File: src/rtl/salc_pkg.sv
package salc_pkg;

    localparam int TAG_W  = 64;
    localparam int ADDR_W = 64;

    // access kinds
    localparam logic [1:0] FUNC_LOAD   = 2'd0;
    localparam logic [1:0] FUNC_STORE  = 2'd1;
    localparam logic [1:0] FUNC_MODIFY = 2'd2;
    localparam logic [1:0] FUNC_NONE   = 2'd3;

    // config register indexes
    localparam logic [1:0] CFG_SET_BITS    = 2'd0;
    localparam logic [1:0] CFG_OFFSET_BITS = 2'd1;
    localparam logic [1:0] CFG_WAYS        = 2'd2;

    typedef struct packed {
        logic [1:0]        func;
        logic [ADDR_W-1:0] address;
    } t_cache_req;

    typedef struct packed {
        logic hit;
        logic evicted;
        logic second_hit;
    } t_cache_rsp;

    typedef enum logic [1:0] {
        ST_CLEAR,
        ST_IDLE,
        ST_LOOKUP
    } t_state;

endpackage

File: src/rtl/salc_ram.sv
module salc_ram import salc_pkg::*; #(
    parameter int WIDTH = 8,
    parameter int DEPTH = 16
) (
    input  logic                                 i_clk,
    input  logic                                 i_we,
    input  logic [(DEPTH > 1 ? $clog2(DEPTH) : 1)-1:0] i_waddr,
    input  logic [WIDTH-1:0]                     i_wdata,
    input  logic [(DEPTH > 1 ? $clog2(DEPTH) : 1)-1:0] i_raddr,
    output logic [WIDTH-1:0]                     o_rdata
);

    logic [WIDTH-1:0] r_mem [DEPTH];
    logic [WIDTH-1:0] r_rdata;

    always_ff @(posedge i_clk) begin
        if (i_we) begin
            r_mem[i_waddr] <= i_wdata;
        end
        r_rdata <= r_mem[i_raddr];
    end

    assign o_rdata = r_rdata;

endmodule

File: config.mk
export PLATFORM = sky130hd
export DESIGN_NAME = salc_ram
export DESIGN_NICKNAME = d
export VERILOG_FILES = /design/src/rtl/salc_pkg.sv /design/src/rtl/salc_ram.sv
export SDC_FILE = /design/constraint.sdc
export NUM_CORES = 1
export LEC_CHECK = 0
export BUFFER_PORTS_ARGS = -buffer_cell sky130_fd_sc_hd__clkbuf_2
export CAP_MARGIN = 10
export CELL_PAD_IN_SITES_DETAIL_PLACEMENT = 0
export CELL_PAD_IN_SITES_GLOBAL_PLACEMENT = 1
export CORE_MARGIN = 3
export CORE_UTILIZATION = 30
export CTS_CLUSTER_DIAMETER = 200
export CTS_CLUSTER_SIZE = 16
export DETAILED_ROUTE_END_ITERATION = 7
export GPL_TIMING_DRIVEN = 0
export PLACE_DENSITY_LB_ADDON = 0.25
export RECOVER_POWER = 100
export REMOVE_ABC_BUFFERS = 1
export SETUP_SLACK_MARGIN = 0.3
export SYNTH_ARGS = -nofsm -noshare
export SYNTH_HDL_FRONTEND = slang
export SYNTH_SLANG_ARGS = --single-unit
File: constraint.sdc
create_clock -name i_clk -period 1.8 [get_ports i_clk]
set_input_delay 0.36 -clock i_clk [delete_from_list [all_inputs] [get_ports i_clk]]
set_output_delay 0.36 -clock i_clk [all_outputs]
set_load 0.02 [all_outputs]
# Yosys cells after proc, flatten, opt, wreduce, memory -nomap -nowiden
# Memory sizes are Yosys's and may differ from the RTL's. A register that Yosys moved wholly into a read port is not among the register bits.
# Index checks and enable logic that the tools add are counted.
[word_totals]
wordCells = 3
inputBits = 18
n_memories = 1
ram_bits = 128
regBits = 0
output_inout_bits = 8
[classes]
mux = 2
[memory_table]
columns = ["name", "depth", "word_bits", "rd", "rd_ports_with_merged_regs", "write_ports", "line", "source"]
rows = [
  ["r_mem", 16, 8, 1, 1, 1, "salc_ram.sv:13", "logic [WIDTH-1:0] r_mem [DEPTH];"],
]
[op_table]
columns = ["op", "count"]
rows = [
  ["$mux W1", 2],
]

# Logic depth before layout (Yosys ltp)
# Gate-level depths: netlist of run 1.
[depth]
ltp_word = 2
mapped_depth = 5
mapped_depth_nobuf = 3

# Least setup slack after synthesis of run 1
# No wires, ideal clock.
[synth_path]
kind = "input -> register"
from = "input i_waddr[2] (netlist bit)"
to = "memory r_mem[0][0] (enable)"
setup_time_ns = 0.383
required_time_ns = 1.417
n_path_buf = 0
arrival_time_ns = 1.470
path_slack_ns = -0.053
path_stages = 2
path_cell_list = "or3b_2 > nor3_1"
[synth_lines]
columns = ["element", "line", "source"]
rows = [
  ["start: declaration", "salc_ram.sv:7", "input logic [(DEPTH > 1 ? $clog2(DEPTH) : 1)-1:0] i_waddr,"],
  ["end: declaration", "salc_ram.sv:13", ""],
]
# No word-level cell before the write port.

==> metrics.log, run 1 <==
[metrics] Crit path largest cell delay: 0.59 ns
[metrics] area used by multi-input combinational logic: 1091 sq um
[metrics] length in cells of the worst reg-to-reg path: 3
[metrics] Ys Warns: 0
[metrics] leakage power figure: 1.940 nW
[metrics] critical path startpoint category: input port
[metrics] class of the most critical setup path: in2reg
[metrics] synthesized-area fraction occupied by adder cells: 0
[metrics] number of global-route vias before repair: 2533
[metrics] Tot GR Track Use: 0.1214
[metrics] clock insertion delay at the later pin of the skew report: 0.41 ns
[metrics] crit share post-route: 0.8750
[metrics] io pins: 26
[metrics] unique cell type count in the Yosys netlist: 19
[metrics] worst clock skew: 0.005133 ns
[metrics] number of instances resized during post-cts repair: 9
[metrics] number of vias per cell: 4.740
[metrics] quantity of hold-fixing buffers added after cts: 0
[metrics] min cycle time layout: 1.575 ns
[metrics] aggregate routed wire length: 10470 microns
[metrics] net count of the finished layout: 282
[metrics] global-route wire length before repair: 15770 microns
[metrics] count of TritonRoute iterations in the first routing pass: 4
[metrics] share of the synthesized netlist area taken by xor and xnor gates: 0
[metrics] combinational family with the most area after synthesis: multiplexers
[metrics] logic gate share of total power: 0.047
[metrics] transition time of the tightest slew-check pin: 0.9938 ns
[metrics] number of placement rows: 47
[metrics] die outline area: 18770 sq um
[metrics] CP Cell Sequence: clkbuf_4, buf_16, mux4_1, a22oi_1, nand2_1
[metrics] post-synthesis mux area share: 0.1502
[metrics] Port Buffers: 25
[metrics] Max Fanout on Critical Path: 17
[metrics] number of fillers in the final layout: 1585
[metrics] Max stage delay cell, worst path: mux4_1
[metrics] CTS tree: built
[metrics] synthesis-stage register bit count: 136
[metrics] clock net sink count: 136
[metrics] outcome: finished clean
[metrics] data required time of the worst path: 2.09 ns
[metrics] synthesized netlist cell count: 229
[metrics] floorplan die height: 137.0 microns
[metrics] per-cell routed wire length: 21.06 microns
[metrics] post-synthesis to final-layout area growth: 18.01%
[metrics] setup-violating endpoint count in the final report: 0
[metrics] maximum root-to-sink buffer count: 2
[metrics] hold crit path type: in2reg
[metrics] RSZ-0062 raised after global routing: yes
[metrics] level count of the clock H-tree: 4
[metrics] Syn Area/Cell: 22.48 sq um
[metrics] Inserted Clock Buffers: 17
[metrics] postcts setup bufs: 0
[metrics] number of vias after detailed routing: 2356
[metrics] initial cell density of the core: 0.3082
[metrics] aggregate global routing overflow: 0
[metrics] Max Freq: 634.9 MHz
[metrics] pin count of the biggest net entering global routing: 33
[metrics] Hold Crit Depth: 2
[metrics] worst supply voltage drop on vdd: 0.6495 mV
[metrics] Int Pwr: 5.821 mW
[metrics] area share of and/or/nand/nor cells after synthesis: 0.03184
[metrics] Clock power frac: 0.465
[metrics] Placed Instance Area: 5502 sq um
[metrics] share of layout cells above drive strength 1: 0.2130
[metrics] Critical Path End Type: flip-flop
[metrics] HPWL after detailed placement: 6177 microns
[metrics] Clock Tree Root: clkbuf_16
[metrics] sequential cell area in the final layout: 4004 sq um
[metrics] Rel. slew slack: 0.3350
[metrics] number of antenna violations at the first check in global routing: 0
[metrics] number of hold violations in the final report: 0
[metrics] fraction of power spent switching nets: 0.2006
[metrics] total count of max-transition violations in the final report: 0
[metrics] areal power density over the cells: 1199 nW/um^2
[metrics] sw power: 1.461 mW
[metrics] post-route design area: 6075 sq um
[metrics] clock slew at reported path FFs: 0.06 ns
[metrics] final core utilization: 0.3637
[metrics] number of violations of the max-capacitance limit: 0
[metrics] compound-gate portion of the synthesized area: 0.02333
[metrics] remaining number of nets flagged by the antenna check after routing: 0
[metrics] cell area after technology mapping: 5147 sq um
[metrics] placeable core area: 16700 sq um
[metrics] worst endpoint data arrival time: 1.86 ns
[metrics] post-route DRC violation count: 0
[metrics] initial detailed-routing violation count: 202
[metrics] share of the yosys chip area belonging to registers: 0.7778
[metrics] Antenna Diode Count: 0
[metrics] last weighted congestion value of the routability-driven placer: 0.6508
[metrics] sequential share of power: 0.489
[metrics] Horiz. Die Dim: 137.0 microns
## flip-flops by register name, indices dropped and copies added, names as in the netlist
register / cells
o_rdata: 8
r_mem: 128
## final timing paths
check	startpoint	to	slack, ns
setup / recovery	i_raddr[0]	o_rdata[2]$_DFF_P_	0.23
hold / removal	i_waddr[1]	r_mem[0][0]$_DFFE_PP_	0.47
setup reg to reg	r_mem[11][0]$_DFFE_PP_	o_rdata[0]$_DFF_P_	0.40
hold reg to reg	r_mem[14][5]$_DFFE_PP_	o_rdata[5]$_DFF_P_	0.66
## cells in the final DEF (no fill, tap or decap), types with 5 or more instances in the layout
cell type  synthesis  final
clkinv_2           0      5
mux4_1            14     14
clkbuf_16          0     17
clkbuf_1           0     23
dfxtp_1            8      8
nand2_1            9      9
mux4_2            18     18
a22oi_1           16     16
edfxtp_1         128    128
nor2_1            13     10
## final cells by class
| type | count | share of cell area |
|---|---|---|
| flip-flops and latches | 136 | 0.6591 |
| clock inverters | 11 | 0.02142 |
| well taps | 220 | 0.04531 |
| clock buffers | 21 | 0.07250 |
| multi-input cells | 83 | 0.1796 |
| repair buffers | 26 | 0.02204 |
## worst max-delay path, delay by kind of cell
family | cells | cell delay, ns
AO/OA/AOI/OAI | 1 | 0.25
multiplexers | 1 | 0.59
buffers and inverters | 2 | 0.58
AND/OR/NAND/NOR | 1 | 0.07
## metrics by stage
stage	setup WS, ns	hold slack [ns]	setup TNS [ns]	std cells	power, mW
2_1_floorplan	-0.05287	0.4589	-0.4230	219	3.789
3_3_place_gp	-0.8348	0.6494	-36.47	464	3.961
3_5_place_dp	-0.4435	0.6541	-21.61	465	3.975
4_1_cts	0.2698	0.3808	0	497	7.356
5_1_grt	0.1173	0.4799	0	497	7.562
6_report	0.2250	0.4708	0	497	7.282
## synth_stat cells, drive strengths merged
| cell | count | area, sq um |
|---|---|---|
| edfxtp | 128 | 3844 |
| mux4 | 32 | 773.2 |
| a22oi | 16 | 120.1 |
| nor2 | 13 | 48.80 |
| nand2 | 9 | 33.78 |
| dfxtp | 8 | 160.2 |
| buf | 7 | 56.30 |
| nor3 | 4 | 20.02 |
| clkdlybuf4s25 | 3 | 30.03 |
| nand2b | 2 | 12.51 |
| nand3b | 2 | 15.01 |
| and2 | 1 | 6.260 |
| and2b | 1 | 7.510 |
| nand3 | 1 | 5.000 |
| nor2b | 1 | 6.260 |
| or3b | 1 | 8.760 |
## cells by family after synthesis
logic type	count (synthesis)
compound gates	16
buf+inv	10
flops	136
mux	32
simple gates	35
## layer usage
layer,global-route usage,part of all wire,vias to the layer above
met5,0,0,-
li1,-,-,1045
met3,0.03382,0.039,12
met2,0.1779,0.47,55
met4,0.05432,0.015,0
met1,0.1686,0.47,1244
## power by group through the flow
stage	Clock, mW	Combinational, mW	Sequential (mW)
after floorplan	0	0.142	3.65
after detailed placement	0	0.351	3.62
after CTS	3.44	0.358	3.56
after global placement	0	0.340	3.62
after global routing	3.63	0.371	3.56
final	3.38	0.339	3.56
Note: power is estimated with default switching activity, not from simulation.
==> inputs of run 2 (changes only) <==
CORE_UTILIZATION = 48   (was 30)
clock period = 1.33 ns   (was 1.8 ns; I/O delays follow)
==> run 2 against run 1 <==
Effect of this change: largest cell class unchanged; non-clock buffer count rose by 16; register-to-register slack got worse by 0.39 ns; total power rose by 40%; setup slack got worse by 0.22 ns; sequential share of layout area fell by 1.1 points; design area rose by 1.7%; critical path depth fell by 2; final cell count fell by 14%; worst hold slack got worse by 0.18 ns; clock power rose by 44%; critical endpoint unchanged.
==> metrics.log, run 2 (synthesis results as in run 1) <==
[metrics] Clock power frac: 0.476 (+0.011)
[metrics] die outline area: 12000 sq um (-36%)
[metrics] critical path startpoint category: flip-flop
[metrics] leakage power figure: 2.056 nW (+6.0%)
[metrics] hold crit path type: in2reg
[metrics] most common library cell in the layout ignoring fill and taps: edfxtp_1
[metrics] io pins: 26 (unchanged)
[metrics] number of vias per cell: 5.580 (+18%)
[metrics] final std cells w/o fill: 429 (-14%)
[metrics] Rel. slew slack: 0.3328 (-0.002190)
[metrics] aggregate global routing overflow: 0 (unchanged)
[metrics] share of layout cells above drive strength 1: 0.2935 (+0.08052)
[metrics] placeable core area: 10370 sq um (-38%)
[metrics] transition time of the tightest slew-check pin: 0.9971 ns (+0.003274 ns)
[metrics] outcome: finished clean
[metrics] clock net sink count: 136 (unchanged)
[metrics] number of vias after detailed routing: 2394 (+1.6%)
[metrics] most frequent cells in the layout: edfxtp_1 (128), mux4_2 (24), clkbuf_1 (21)
[metrics] Port Buffers: 25 (unchanged)
[metrics] Int Pwr: 8.248 mW (+42%)
[metrics] net count of the finished layout: 298 (+5.7%)
[metrics] number of violations of the max-capacitance limit: 0 (unchanged)
[metrics] maximum root-to-sink buffer count: 2 (unchanged)
[metrics] per-cell routed wire length: 22.83 microns (+8.4%)
[metrics] CTS tree: built
[metrics] number of global-route vias before repair: 2386 (-5.8%)
[metrics] areal power density over the cells: 1652 nW/um^2 (+38%)
[metrics] Placed Instances: 381 (-18%)
[metrics] floorplan die height: 109.6 microns (-20%)
[metrics] initial detailed-routing violation count: 145 (-28%)
[metrics] number of antenna violations at the first check in global routing: 0 (unchanged)
[metrics] post-synthesis to final-layout area growth: 20.05%
[metrics] data required time of the worst path: 1.72 ns (-0.37 ns)
[metrics] Horiz. Die Dim: 109.6 microns (-20%)
[metrics] sw power: 1.961 mW (+34%)
[metrics] Clock Tree Root: clkbuf_8
[metrics] Max Fanout on Critical Path: 1 (-16)
[metrics] post-route DRC violation count: 0 (unchanged)
[metrics] quantity of hold-fixing buffers added after cts: 0 (unchanged)
[metrics] pin count of the biggest net entering global routing: 33 (unchanged)
[metrics] count of TritonRoute iterations in the first routing pass: 4 (unchanged)
[metrics] Inserted Clock Buffers: 17 (unchanged)
[metrics] fraction of power spent switching nets: 0.1921 (-0.008490)
[metrics] number of placement rows: 37 (-21%)
[metrics] setup-violating endpoint count in the final report: 0 (unchanged)
[metrics] last weighted congestion value of the routability-driven placer: 0.7547 (+16%)
[metrics] class of the most critical setup path: reg2reg
[metrics] total count of max-transition violations in the final report: 0 (unchanged)
[metrics] crit share post-route: 0.9932
[metrics] clock slew at reported path FFs: 0.06 ns (about the same)
[metrics] worst supply voltage drop on vdd: 0.8271 mV (+27%)
[metrics] WHS: 0.2948 ns (-0.1759 ns)
[metrics] remaining number of nets flagged by the antenna check after routing: 0 (unchanged)
[metrics] aggregate routed wire length: 9796 microns (-6.4%)
[metrics] HPWL after detailed placement: 5670 microns (-8.2%)
[metrics] Critical Path End Type: flip-flop
[metrics] number of fillers in the final layout: 802 (-49%)
[metrics] clock insertion delay at the later pin of the skew report: 0.51 ns (+0.10 ns)
[metrics] flip-flop count of the largest register, all copies and words added: 128 (unchanged)
[metrics] aggregate negative setup slack: 0 ns (unchanged)
[metrics] worst clock skew: 0.006025 ns (+0.0008925 ns)
[metrics] sequential share of power: 0.473 (-0.016)
[metrics] global-route wire length before repair: 14560 microns (-7.7%)
[metrics] top register by number of flip-flops: r_mem
[metrics] Antenna Diode Count: 0 (unchanged)
[metrics] number of hold violations in the final report: 0 (unchanged)
[metrics] min cycle time layout: 1.321 ns
[metrics] initial cell density of the core: 0.4964 (+0.1882)
[metrics] logic gate share of total power: 0.052 (+0.005)
[metrics] RSZ-0062 raised after global routing: yes
[metrics] level count of the clock H-tree: 4 (unchanged)
[metrics] Max Freq: 757.0 MHz
[metrics] total chip power: 10.21 mW (+40%)
[metrics] Tot GR Track Use: 0.1791 (+0.05769)
[metrics] worst endpoint data arrival time: 1.71 ns (-0.15 ns)
==> run 2: cell types whose count changed in the layout (fill, tap and decap cells not counted), moves of 6 or more <==
cell | before | now
a22oi_1 | 16 | 9
a22oi_2 | 0 | 7
buf_8 | 0 | 8
clkbuf_2 | 4 | 11
mux4_1 | 14 | 8
mux4_2 | 18 | 24
==> run 2: power groups by stage <==
stage / clock (mW) / combinational, mW / sequential [mW]
3_3_place_gp: 0 / 0.449 / 4.90
3_5_place_dp: 0 / 0.458 / 4.91
5_1_grt: 5.14 / 0.571 / 4.83
6_report: 4.86 / 0.527 / 4.83
4_1_cts: 4.93 / 0.550 / 4.83
2_1_floorplan: 0 / 0.192 / 4.94
==> run 2: layer usage <==
layer | vias to the layer above | share of wire | track usage | wire length, microns
met4 | 0 | 0.0071 | 0.05877 | 70
li1 | 1071 | - | - | -
met3 | 7 | 0.032 | 0.04932 | 309
met5 | - | 0 | 0 | 0
met2 | 49 | 0.49 | 0.2668 | 4767
met1 | 1267 | 0.47 | 0.2597 | 4648
==> run 2: repair_timing <==
action,in CTS,in global routing
pin swaps,11,14
resized for setup,62,21
endpoints found under the setup margin,141,80
buffers inserted,8,8
==> run 2: worst paths after layout <==
| kind | startpoint | depth (start not counted) | slack [ns] | endpoint |
|---|---|---|---|---|
| max | r_mem[2][2]$_DFFE_PP_ | 3 | 0.009 | o_rdata[2]$_DFF_P_ |
| min | i_wdata[5] | 1 | 0.29 | r_mem[8][5]$_DFFE_PP_ |
| max reg2reg | r_mem[2][2]$_DFFE_PP_ | 3 | 0.009 | o_rdata[2]$_DFF_P_ |
| min reg2reg | r_mem[14][0]$_DFFE_PP_ | 3 | 0.67 | o_rdata[0]$_DFF_P_ |
==> run 2: area by class of cell <==
type,instances,area [sq um],area share
Clock buffer,19,421.7,0.06823
Clock inverter,13,201.4,0.03260
Tap cell,136,170.2,0.02754
Sequential cell,136,4004,0.6479
Multi-Input combinational cell,83,1090,0.1764
Timing Repair Buffer,42,292.8,0.04738
==> run 2: worst max-delay path: stages (launching register included) <==
cell and delay (ns):
edfxtp_1 0.37, mux4_2 0.50, a22oi_2 0.23, nand2_1 0.10
==> run 2: metrics by stage <==
step,util,cell area [sq um],setup slack [ns]
3_5_place_dp,0.5187,5379,-1.170
6_report,0.5959,6180,0.009072
4_1_cts,0.6040,6264,0.008747
2_1_floorplan,-,5061,-0.4289
5_1_grt,0.5959,6180,-0.05923
3_3_place_gp,0.5165,5356,-1.133
==> inputs of run 3 (changes only) <==
ABC_AREA = 1   (was not set)
CORE_UTILIZATION = 44   (was 48)
==> run 3 against run 2 <==
Effect of this change: worst hold slack improved by 0.0085 ns; non-clock buffer count did not move; clock-buffer cell count rose by 2; global-route usage rose by 0.73 points; first-iteration DRC count rose by 74%; sequential cell count did not move; total power fell by 1.8%; synthesized area rose by 12%; sequential share of layout area fell by 6.1 points; setup slack improved by 0.10 ns; die area rose by 21%; critical endpoint is now o_rdata[3]; largest power group is now registers.
==> metrics.log, run 3 <==
[metrics] reg2reg end: o_rdata[4]$_DFF_P_
[metrics] die outline area: 14520 sq um (+21%)
[metrics] Clock power frac: 0.452 (-0.024)
[metrics] number of hold violations in the final report: 0 (unchanged)
[metrics] sequential share of power: 0.482 (+0.009)
[metrics] most frequent cells in the layout: nand2_1 (172), edfxtp_1 (128), inv_1 (99)
[metrics] clock slew at reported path FFs: 0.05 ns (about the same)
[metrics] R2R setup slack: 0.32 ns (+0.31 ns)
[metrics] origin of the critical flop-to-flop path: r_mem[9][4]$_DFFE_PP_
[metrics] final core utilization: 0.5359 (-0.06002)
[metrics] Tot GR Track Use: 0.1864 (+0.007346)
[metrics] Inserted Clock Buffers: 17 (unchanged)
[metrics] Rel. slew slack: 0.5286 (+0.1958)
[metrics] synthesis-stage register bit count: 136 (unchanged)
[metrics] worst endpoint data arrival time: 0.95 ns (-0.76 ns)
[metrics] CTS tree: built
[metrics] logic gate share of total power: 0.066 (+0.014)
[metrics] clock net sink count: 136 (unchanged)
[metrics] remaining number of nets flagged by the antenna check after routing: 0 (unchanged)
[metrics] count of TritonRoute iterations in the first routing pass: 5 (+1)
[metrics] RSZ-0062 raised after global routing: yes
[metrics] quantity of hold-fixing buffers added after cts: 0 (unchanged)
[metrics] fraction of power spent switching nets: 0.2082 (+0.01613)
[metrics] share of the yosys chip area belonging to registers: 0.6943 (-0.08354)
[metrics] post-placement setup slack: -1.032 ns (+0.1382 ns)
[metrics] areal power density over the cells: 1470 nW/um^2 (-11%)
[metrics] sw power: 2.087 mW (+6.4%)
[metrics] total chip power: 10.02 mW (-1.8%)
[metrics] number of vias after detailed routing: 3644 (+52%)
[metrics] Synth area leaders: edfxtp_1 (67%), nand2_1 (11%), nand3_1 (8.4%), inv_1 (6.5%), dfxtp_1 (2.8%)
[metrics] number of flops mapped to enable cells by yosys: 128 (unchanged)
[metrics] transition time of the tightest slew-check pin: 0.7071 ns (-0.2900 ns)
[metrics] floorplan die height: 120.5 microns (+10%)
[metrics] most common library cell in the layout ignoring fill and taps: nand2_1
[metrics] class of the most critical setup path: reg2out
[metrics] Crit path largest cell delay: 0.42 ns (-0.08 ns)
[metrics] number of placement rows: 41 (+11%)
[metrics] last weighted congestion value of the routability-driven placer: 0.7307 (-3.2%)
[metrics] data required time of the worst path: 1.06 ns (-0.66 ns)
[metrics] pin count of the biggest net entering global routing: 44 (+33%)
[metrics] Clock Tree Root: clkbuf_16
[metrics] CP Cell Sequence: buf_8
[metrics] most area-hungry cell type in the Yosys netlist: edfxtp_1
[metrics] critical path startpoint category: flip-flop
[metrics] unique cell type count in the Yosys netlist: 12 (-7)
[metrics] Hold Crit Depth: 3 (+2)
[metrics] Worst Hold Endpoint: o_rdata[5]$_DFF_P_
[metrics] Max stage delay cell, worst path: dfxtp_1
[metrics] initial cell density of the core: 0.4533 (-0.04310)
[metrics] synthesized netlist cell count: 551 (+140%)
[metrics] ys async rst share: 0 (unchanged)
[metrics] number of vias per cell: 4.708 (-16%)
[metrics] io pins: 26 (unchanged)
[metrics] Final Worst Setup Slack: 0.1093 ns (+0.1002 ns)
[metrics] number of buffers and inverters on the critical path: 1 (+1)
[metrics] per-cell routed wire length: 16.28 microns (-29%)
[metrics] post-synthesis to final-layout area growth: 18.23%
[metrics] Max Freq: 819.2 MHz (+8.2%)
[metrics] global-route wire length before repair: 19680 microns (+35%)
[metrics] post-route DRC violation count: 0 (unchanged)
[metrics] min cycle time layout: 1.221 ns (-0.1002 ns)
[metrics] share of layout cells above drive strength 1: 0.1080 (-0.1855)
[metrics] setup-violating endpoint count in the final report: 0 (unchanged)
[metrics] outcome: finished clean
[metrics] Max Fanout on Critical Path: 1 (unchanged)
[metrics] placeable core area: 12720 sq um (+23%)
[metrics] commonest cells in the netlist: nand2_1 (173), edfxtp_1 (128), inv_1 (100), nand3_1 (97), nor2_1 (17)
[metrics] Critical Path End Type: output port
[metrics] level count of the clock H-tree: 4 (unchanged)
[metrics] Int Pwr: 7.936 mW (-3.8%)
[metrics] Port Buffers: 25 (unchanged)
[metrics] crit share post-route: 0.9178 (-0.07536)
[metrics] initial detailed-routing violation count: 252 (+74%)
[metrics] predominant post-synthesis flop cell: edfxtp_1
[metrics] Syn Area/Cell: 10.47 sq um (-53%)
[metrics] maximum root-to-sink buffer count: 2 (unchanged)
[metrics] number of global-route vias before repair: 3657 (+53%)
[metrics] post-synth top area share: 0.6665 (-0.08020)
[metrics] worst supply voltage drop on vdd: 0.8081 mV (-2.3%)
[metrics] Largest delay share family, worst path: flip-flops
[metrics] HPWL after detailed placement: 6912 microns (+22%)
[metrics] Ys Warns: 0 (unchanged)
[metrics] length in cells of the worst reg-to-reg path: 6 (+3)
[metrics] Antenna Diode Count: 0 (unchanged)
[metrics] dominant cell by count in the synthesized netlist: nand2_1
[metrics] number of violations of the max-capacitance limit: 0 (unchanged)
[metrics] aggregate global routing overflow: 0 (unchanged)
[metrics] flip-flop count of the largest register, all copies and words added: 128 (unchanged)
[metrics] number of antenna violations at the first check in global routing: 0 (unchanged)
[metrics] leakage power figure: 2.906 nW (+41%)
[metrics] hold crit path type: in2reg
[metrics] worst clock skew: 0.009213 ns (+0.003188 ns)
[metrics] critical hold path startpoint: i_raddr[3]
[metrics] cell area after technology mapping: 5767 sq um (+12%)
[metrics] clock insertion delay at the later pin of the skew report: 0.41 ns (-0.10 ns)
[metrics] Horiz. Die Dim: 120.5 microns (+10%)
[metrics] net count of the finished layout: 607 (+100%)
[metrics] Levels on crit path: 1 (-2)
[metrics] aggregate routed wire length: 12600 microns (+29%)
[metrics] total count of max-transition violations in the final report: 0 (unchanged)
[metrics] top register by number of flip-flops: r_mem
==> run 3: changes by cell type after synthesis, moves of 4 or more <==
cell     delta
a22oi_1    -16
buf_2      +10
inv_1     +100
mux4_1     -14
mux4_2     -18
nand2_1   +164
nand3_1    +96
nor2_1      +4
nor3_1      -4
==> run 3: power groups by stage <==
stage               logic, mW  clock network, mW  registers (mW)
finish                  0.660               4.53            4.83
global route            0.737               4.78            4.84
CTS                     0.663               4.59            4.83
detailed placement      0.573                  0            4.91
global placement        0.564                  0            4.91
floorplan               0.259                  0            4.94
==> run 3: what timing repair did <==
item                                   CTS  global route
cloned                                   1             0
setup buffers                            6            10
setup endpoints to repair              144           105
pin swaps                                3             6
endpoints found under the hold margin    0             0
gates resized for setup                 56            25
==> run 3: layer usage <==
layer	wire length (microns)	track usage	up-vias	part of all wire
li1	-	-	1851	-
met1	5300	0.2352	1698	0.42
met2	6461	0.3133	89	0.51
met3	723	0.04350	6	0.057
met4	118	0.07153	0	0.0094
met5	0	0	-	0
==> run 3: worst max-delay path by stage <==
stage / to / slack (ns) / startpoint
floorplan: o_rdata[2]$_DFF_P_ / 0.08 / i_raddr[0]
global placement: o_rdata[1]$_DFF_P_ / -1.77 / i_raddr[0]
detailed placement: o_rdata[1]$_DFF_P_ / -1.03 / i_raddr[0]
CTS: r_mem[14][2]$_DFFE_PP_ / 0.06 / i_waddr[0]
global route: o_rdata[3] / 0.07 / o_rdata[3]$_DFF_P_
finish: o_rdata[3] / 0.11 / o_rdata[3]$_DFF_P_
==> run 3: through the flow <==
step	setup TNS, ns	area (sq um)	instances	hold slack (ns)
floorplan	0	5600	527	0.3649
global placement	-62.68	5941	724	0.6499
detailed placement	-58.85	5961	725	0.6405
CTS	0	6814	764	0.2615
global route	0	6818	774	0.3250
finish	0	6818	774	0.3033
==> run 3: final cells by class <==
class	count	area, sq um
clock buffers	21	440.4
clock inverters	11	130.1
fillers	1158	5904
inverters	102	407.9
multi-input cells	289	1261
flip-flops and latches	136	4004
well taps	172	215.2
repair buffers	42	350.3
repair inverters	1	8.758
==> run 3: worst reg2reg max path, cell delays in order (launching register included) <==
cell,delay [ns]
edfxtp_1,0.39
inv_1,0.06
nand2_1,0.05
nand3_1,0.08
nand3_1,0.08
nand3_1,0.13
nand2_1,0.10
==> run 3: cell families after synthesis <==
family | count (synthesis) | synth area share
AND/OR/NAND/NOR | 289 | 0.2105
flip-flops | 136 | 0.6943
buffers and inverters | 126 | 0.09525
